### config.mk
export PLATFORM = sky130hd
export DESIGN_NAME = tgcc_merge
export DESIGN_NICKNAME = d
export VERILOG_FILES = /design/src/rtl/tgcc_pkg.sv /design/src/rtl/tgcc_merge.sv
export SDC_FILE = /design/constraint.sdc
export NUM_CORES = 1
export LEC_CHECK = 0
export ABC_AREA = 1
export BUFFER_PORTS_ARGS = -buffer_cell sky130_fd_sc_hd__buf_2
export CAP_MARGIN = 20
export CORE_MARGIN = 1
export CORE_UTILIZATION = 45
export DETAILED_ROUTE_END_ITERATION = 10
export PLACE_DENSITY_LB_ADDON = 0.15
export REMOVE_ABC_BUFFERS = 1
export SLEW_MARGIN = 20
export SYNTH_ARGS = -nofsm -noshare
export SYNTH_HDL_FRONTEND = slang
export SYNTH_SLANG_ARGS = --single-unit
### constraint.sdc
create_clock -name clk -period 15 [get_ports clk]
set_input_delay 0.75 -clock clk [delete_from_list [all_inputs] [get_ports clk]]
set_output_delay 0.75 -clock clk [all_outputs]
set_load 0.01 [all_outputs]
### src/rtl/tgcc_pkg.sv
// Shared types, constants and helpers for the triangle grid cell cover block.
// Used by every module under rtl; depends on nothing else.
`default_nettype none

package tgcc_pkg;

	localparam int unsigned MAX_SPAN   = 4;
	localparam int unsigned DIM_MAX    = 1024;
	localparam int unsigned FRAC_BITS  = 16;
	localparam int unsigned PROD_SHIFT = 2 * FRAC_BITS;

	localparam int unsigned COORD_W = 32;
	localparam int unsigned CELL_W  = 10;
	localparam int unsigned DIM_W   = 11;
	localparam int unsigned INDEX_W = 30;
	localparam int unsigned PLANE_W = 21;
	localparam int unsigned SPAN_W  = (MAX_SPAN > 1) ? $clog2(MAX_SPAN) : 1;

	localparam int unsigned CALC_CYCLES = 7;
	localparam int unsigned CALC_CNT_W  = $clog2(CALC_CYCLES);

	typedef enum logic [2:0] {
		CFG_ORIGIN_X     = 3'd0,
		CFG_ORIGIN_Y     = 3'd1,
		CFG_ORIGIN_Z     = 3'd2,
		CFG_INV_CELL     = 3'd3,
		CFG_CELLS_X      = 3'd4,
		CFG_CELLS_Y      = 3'd5,
		CFG_CELLS_Z      = 3'd6,
		CFG_UNUSED       = 3'd7
	} tgcc_cfg_idx_t;

	typedef enum logic [1:0] {
		ST_IDLE,
		ST_CALC,
		ST_WALK
	} tgcc_state_t;

	typedef struct packed {
		logic [CELL_W-1:0] lo;
		logic [CELL_W-1:0] hi;
	} tgcc_range_t;

	typedef struct packed {
		logic [CELL_W-1:0]  lo_x;
		logic [CELL_W-1:0]  lo_y;
		logic [CELL_W-1:0]  lo_z;
		logic [SPAN_W-1:0]  n_x;
		logic [SPAN_W-1:0]  n_y;
		logic [SPAN_W-1:0]  n_z;
		logic [DIM_W-1:0]   dx;
		logic [PLANE_W-1:0] dxdy;
		logic [INDEX_W-1:0] base;
		logic               clipped;
	} tgcc_box_t;

	// Cell counts of zero read as one, counts above the maximum read as the maximum.
	function automatic logic [DIM_W-1:0] tgcc_eff_dim(input logic [DIM_W-1:0] d);
		logic [DIM_W-1:0] r;
		r = d;
		if (d == '0) begin
			r = DIM_W'(1);
		end else if (d > DIM_W'(DIM_MAX)) begin
			r = DIM_W'(DIM_MAX);
		end
		return r;
	endfunction

endpackage

`default_nettype wire

### src/rtl/tgcc_merge.sv
// Merges the three lane ranges: clips wide spans, then forms the base flat index and strides.
// Two register stages; the first holds two narrow multipliers, the second one.
// Depends on tgcc_pkg.
`default_nettype none

module tgcc_merge
	import tgcc_pkg::*;
(
	input  wire logic             clk,
	input  wire tgcc_range_t      range_x,
	input  wire tgcc_range_t      range_y,
	input  wire tgcc_range_t      range_z,
	input  wire logic [DIM_W-1:0] cells_x,
	input  wire logic [DIM_W-1:0] cells_y,
	output tgcc_box_t             box
);

	localparam logic [CELL_W-1:0] SPAN_LIM = CELL_W'(MAX_SPAN - 1);

	logic [CELL_W-1:0]  lo_x_s1, lo_y_s1, lo_z_s1;
	logic [SPAN_W-1:0]  n_x_s1, n_y_s1, n_z_s1;
	logic [DIM_W-1:0]   dx_s1;
	logic [PLANE_W-1:0] dxdy_s1;
	logic [PLANE_W:0]   t_s1;
	logic               clip_s1;
	tgcc_box_t          box_s2;

	logic [CELL_W-1:0]  sp_x, sp_y, sp_z;
	logic [DIM_W-1:0]   dx_eff, dy_eff;

	assign sp_x   = range_x.hi - range_x.lo;
	assign sp_y   = range_y.hi - range_y.lo;
	assign sp_z   = range_z.hi - range_z.lo;
	assign dx_eff = tgcc_eff_dim(cells_x);
	assign dy_eff = tgcc_eff_dim(cells_y);

	always_ff @(posedge clk) begin
		lo_x_s1 <= range_x.lo;
		lo_y_s1 <= range_y.lo;
		lo_z_s1 <= range_z.lo;
		n_x_s1  <= (sp_x > SPAN_LIM) ? SPAN_LIM[SPAN_W-1:0] : sp_x[SPAN_W-1:0];
		n_y_s1  <= (sp_y > SPAN_LIM) ? SPAN_LIM[SPAN_W-1:0] : sp_y[SPAN_W-1:0];
		n_z_s1  <= (sp_z > SPAN_LIM) ? SPAN_LIM[SPAN_W-1:0] : sp_z[SPAN_W-1:0];
		clip_s1 <= (sp_x > SPAN_LIM) || (sp_y > SPAN_LIM) || (sp_z > SPAN_LIM);
		dx_s1   <= dx_eff;
		dxdy_s1 <= PLANE_W'(dx_eff) * PLANE_W'(dy_eff);
		t_s1    <= (PLANE_W+1)'(range_y.lo)
			+ (PLANE_W+1)'(dy_eff) * (PLANE_W+1)'(range_z.lo);

		box_s2.lo_x    <= lo_x_s1;
		box_s2.lo_y    <= lo_y_s1;
		box_s2.lo_z    <= lo_z_s1;
		box_s2.n_x     <= n_x_s1;
		box_s2.n_y     <= n_y_s1;
		box_s2.n_z     <= n_z_s1;
		box_s2.dx      <= dx_s1;
		box_s2.dxdy    <= dxdy_s1;
		box_s2.clipped <= clip_s1;
		box_s2.base    <= INDEX_W'(lo_x_s1) + INDEX_W'(dx_s1) * INDEX_W'(t_s1);
	end

	assign box = box_s2;

endmodule

`default_nettype wire

Word level (Yosys, flattened, before mapping)
Cells that the tools add are included.
- add/subtract/negate cells: 5
- multipliers: 3
- order comparisons: 5
- muxes and demuxes: 4
- reductions and logical operators: 4
- operator list (cell ; count):
    2-to-1 mux 11 bit ; 4
    adder 10 x 30 -> 30 bit ; 1
    > comparator 10 x 2 -> 1 bit, second input constant ; 3
    multiplier 11 x 22 -> 30 bit ; 1
    subtractor 10 bit ; 3
    adder 10 x 21 -> 22 bit ; 1
    > comparator 11 bit, second input constant ; 2
    logical NOT 11 bit ; 2
    multiplier 11 x 10 -> 21 bit ; 1
    multiplier 11 x 11 -> 21 bit ; 1
    logical OR 1 bit ; 2
- register bits: 190
- input port bits: 83

Depth between registers and ports, before layout
- word-level depth: 5
- gate-level depth with buffers: 28

Worst setup path after synthesis
Ideal clock, no wire load.
- kind: in2reg
- start point: input cells_x[8]
- end point: register dxdy_s1[16]
- arrival time: 5627 ps
- setup slack: 9256 ps
- stages: 28
- cells stage by stage: inv_1 nand4_1 nor4_4 nor2_4 inv_8 nand2_4 inv_1 nand2_1 fa_1 inv_1 fa_1 inv_1 fa_1 inv_1 fa_1 inv_1 fa_1 inv_1 ha_1 nand2_1 nor2_1 inv_1 o21ai_0 nand2_1 inv_1 nor2_1 nand2_1 nand2_1
- word-level cells in the longest chain between the ends: 4
- RTL lines (what ; line ; source):
    start: declaration ; tgcc_merge.sv:13 ; input wire logic [DIM_W-1:0] cells_x,
    > comparator 11 bit ; tgcc_pkg.sv:63 ; end else if (d > DIM_W'(DIM_MAX)) begin
    2-to-1 mux 11 bit ; tgcc_pkg.sv:63 ;
    2-to-1 mux 11 bit * ; tgcc_pkg.sv:61 ; if (d == '0) begin
    via dx_eff[5] ; tgcc_merge.sv:29 ; logic [DIM_W-1:0] dx_eff, dy_eff;
    multiplier 11 x 11 -> 21 bit * ; tgcc_merge.sv:46 ; dxdy_s1 <= PLANE_W'(dx_eff) * PLANE_W'(dy_eff);
    end signal: assignment ; tgcc_merge.sv:46 ;
    end: declaration ; tgcc_merge.sv:23 ; logic [PLANE_W-1:0] dxdy_s1;
The timed path passes the listed nets; every way through them passes the cells marked *.
A chain may end at the register's enable or synchronous reset.

Final worst setup path
- start point: input cells_y[1]
- end point: register dxdy_s1[16]
- word-level cells in the longest chain between the ends: 4
- RTL lines (what ; line ; source):
    start: declaration ; tgcc_merge.sv:14 ; input wire logic [DIM_W-1:0] cells_y,
    > comparator 11 bit ; tgcc_pkg.sv:63 ;
    2-to-1 mux 11 bit ; tgcc_pkg.sv:63 ;
    2-to-1 mux 11 bit * ; tgcc_pkg.sv:61 ;
    multiplier 11 x 11 -> 21 bit * ; tgcc_merge.sv:46 ;
Mark *: on every way between the ends. The rest lies on a longest branch, timed or not.

==> flow_summary.json <==
{
  "layout_min_cycle_time_ns": 6.46,
  "critical_path.slowest_cell": "sky130_fd_sc_hd__nor2_1",
  "postCtsHoldBufs": 0,
  "first_pass_grt_wire_length_mm": 93.8,
  "worstMarginPinSlew_ns": 1.04,
  "cts_num_sinks": 190,
  "n_antenna_cell": 0,
  "grt_antenna_before_repair": 0,
  "cts_buffer_depth": 2,
  "place.port_buffers": 181,
  "cts_post_setup_buffers_inserted": 0,
  "layout_commonest_cell": "sky130_fd_sc_hd__inv_1",
  "kind_of_cell_with_the_highest_combined_delay_on_the_critical_path": "adder cells",
  "drt_first_pass_iters": 5,
  "design_power_total_w": 0.00488,
  "largest_net_degree_at_the_start_of_global_routing": 24,
  "synth_cells": 2720,
  "yosys_warnings": 0,
  "ys_types": 39,
  "level_count_of_the_clock_h_tree": 4,
  "worstPathBufferInverterCount": 7,
  "detail_route.iter0.violations": 843,
  "criticalPathCategory": "primary input to flop",
  "critical-path-max-stage-delay_ns": 0.78,
  "vdd_ir_drop_max_mv": 0.205,
  "clock_skew_ns": 0.0199,
  "layout_cell_share_with_drive_strength_beyond_1_pct": 8.74,
  "placeable_core_area_um2": 47700,
  "timing.critical_path.to_type": "flop",
  "critical_path_peak_fanout": 11,
  "gp_routability_congestion": 0.924,
  "timing_hold_violations_final": 0,
  "via_per_inst": 4.88,
  "post-route-util_pct": 50.2,
  "rel_slew_slack_pct": 30.3,
  "post_synth.cell_area_avg_um2": 8.02,
  "post-dp-hpwl_mm": 46.0,
  "areaGrowthSynthToFinish_pct": 9.86,
  "cp-start-kind": "primary input",
  "die_footprint_um2": 49400,
  "fillers": 4735,
  "layout.cells.most_common_list": "695 x sky130_fd_sc_hd__inv_1, 632 x sky130_fd_sc_hd__nand2_1, 350 x sky130_fd_sc_hd__fa_1",
  "start_util_pct": 45.7,
  "outcome": "completed",
  "finalWirelength_mm": 56.5,
  "wl_per_cell_um": 16.1,
  "detailroute.via_count": 17066,
  "gr-total-overflow": 0,
  "timing.max_cap.violations": 0,
  "pwr_density_cell_nw_per_um2": 204,
  "cts-root-buf": "sky130_fd_sc_hd__clkbuf_16",
  "drc": 0,
  "track_usage_pct": 24.4,
  "cp_data_required_time_ns": 15.40,
  "drt.antenna.violating_nets": 0,
  "path_clk_slew_ns": 0.09,
  "tns_ns": 0,
  "via_count_of_the_first_global_routing_pass": 18150,
  "part_of_the_yosys_area_used_for_sequential_elements_pct": 17.4,
  "arrival_ns": 6.86,
  "final_net_count": 3519,
  "boundaryPins": 182,
  "grt_setup_unrepaired": "no",
  "die_width_um": 222,
  "worst_skew_pair.late_latency_ns": 0.51,
  "tritoncts": "built",
  "fmax_mhz": 155,
  "placement_rows": 80,
  "finalMaxSlewViolations": 0,
  "cts-buffers-inserted": 17,
  "cellLeakagePower_nw": 13.6,
  "timing.hold.ws_ns": 0.319,
  "setup_viol": 0,
  "period_share_pct": 43.1,
  "worst_hold_path_type": "flop to flop",
  "cts_repair_resize_count": 0,
  "syn-cell-area_um2": 21800,
  "path_common_cell": "sky130_fd_sc_hd__inv_1",
  "die_height_um": 222,
  "yosys_register_bits": 190
}
==> flip-flops by register name, summed over array words and instances, names as in the netlist <==
name,cells
box,99
lo_y_s1,10
lo_z_s1,10
dxdy_s1,21
lo_x_s1,10
clip_s1,1
n_x_s1,2
t_s1,22
n_y_s1,2
n_z_s1,2
dx_s1,11
==> where the power goes <==
part / total [W] / switching, W / leakage [nW] / internal [W]
sequential: 0.000796 / 0.000136 / 1.59 / 0.000661
combinational: 0.00359 / 0.00223 / 11.7 / 0.00136
clock: 0.000498 / 0.000266 / 0.299 / 0.000232
==> cells in the mapped netlist (all sizes together) <==
library cell / instances / area (µm²)
a211oi: 1 / 7.51
a21boi: 5 / 37.5
a21o: 10 / 76.3
a21oi: 75 / 375
a31oi: 3 / 33.8
and3: 1 / 6.26
buf: 10 / 52.6
clkbuf: 51 / 191
clkinv: 4 / 15.0
dfxtp: 190 / 3800
fa: 350 / 7010
ha: 216 / 2700
inv: 701 / 2640
nand2: 639 / 2430
nand3: 73 / 365
nand3b: 6 / 45.0
nand4: 23 / 144
nor2: 228 / 915
nor3: 11 / 55.1
nor4: 3 / 33.8
o21a: 3 / 22.5
o21ai: 41 / 213
o21bai: 8 / 60.1
o31ai: 1 / 7.51
xnor2: 26 / 228
xor2: 41 / 359
==> path summary, 6_finish.rpt <==
path	startpoint	end	slack [ns]	cells past startpoint
worst max-delay path	cells_y[1]	dxdy_s1[16]$_DFF_P_	8.54	25
worst min-delay path	lo_z_s1[7]$_DFF_P_	box[76]$_DFF_P_	0.32	0
worst max register to register	dx_s1[7]$_DFF_P_	box[21]$_DFF_P_	9.54	19
worst min register to register	lo_z_s1[7]$_DFF_P_	box[76]$_DFF_P_	0.32	0
==> cell families after synthesis <==
family / synth area share [%]
buf+inv: 13.3
compound gates: 3.82
simple gates: 18.3
flops: 17.4
fa+ha+maj: 44.5
xor+xnor: 2.69
==> metal layers <==
metal / wire length [µm] / GRT usage [%] / vias up / share of wire, %
met5: 0 / 0 / - / 0
met4: 1380 / 8.45 / 0 / 2.4
met3: 2660 / 3.99 / 74 / 4.7
met2: 27300 / 41.2 / 434 / 48
met1: 25100 / 31.5 / 8293 / 45
li1: - / - / 8265 / -
==> layout make-up <==
class                   instances  area [µm²]  share of cell area, %
inverters                     705        2650                   11.1
well taps                     615         769                   3.21
repair buffers                192         988                   4.12
flip-flops and latches        190        3800                   15.9
clock inverters                15         213                  0.887
multi-input cells            1764       15100                   63.1
clock buffers                  17         425                   1.77
==> worst reg2reg max path, delay by kind of cell (launching register included) <==
family,cells,cell delay (ns)
AO/OA/AOI/OAI,2,0.55
adder cells (fa/ha/maj),6,2.74
buffers and inverters,3,0.15
flip-flops,1,1.02
AND/OR/NAND/NOR,8,0.90
==> stage by stage <==
step | std cells | setup WS [ns] | instance area [µm²]
after floorplan | 2659 | 9.22 | 21600
after global placement | 3466 | 8.32 | 23300
after detailed placement | 3466 | 8.09 | 23300
after CTS | 3498 | 8.64 | 24000
after global routing | 3498 | 8.20 | 24000
final | 3498 | 8.54 | 24000
(Power assumes the default switching activity.)
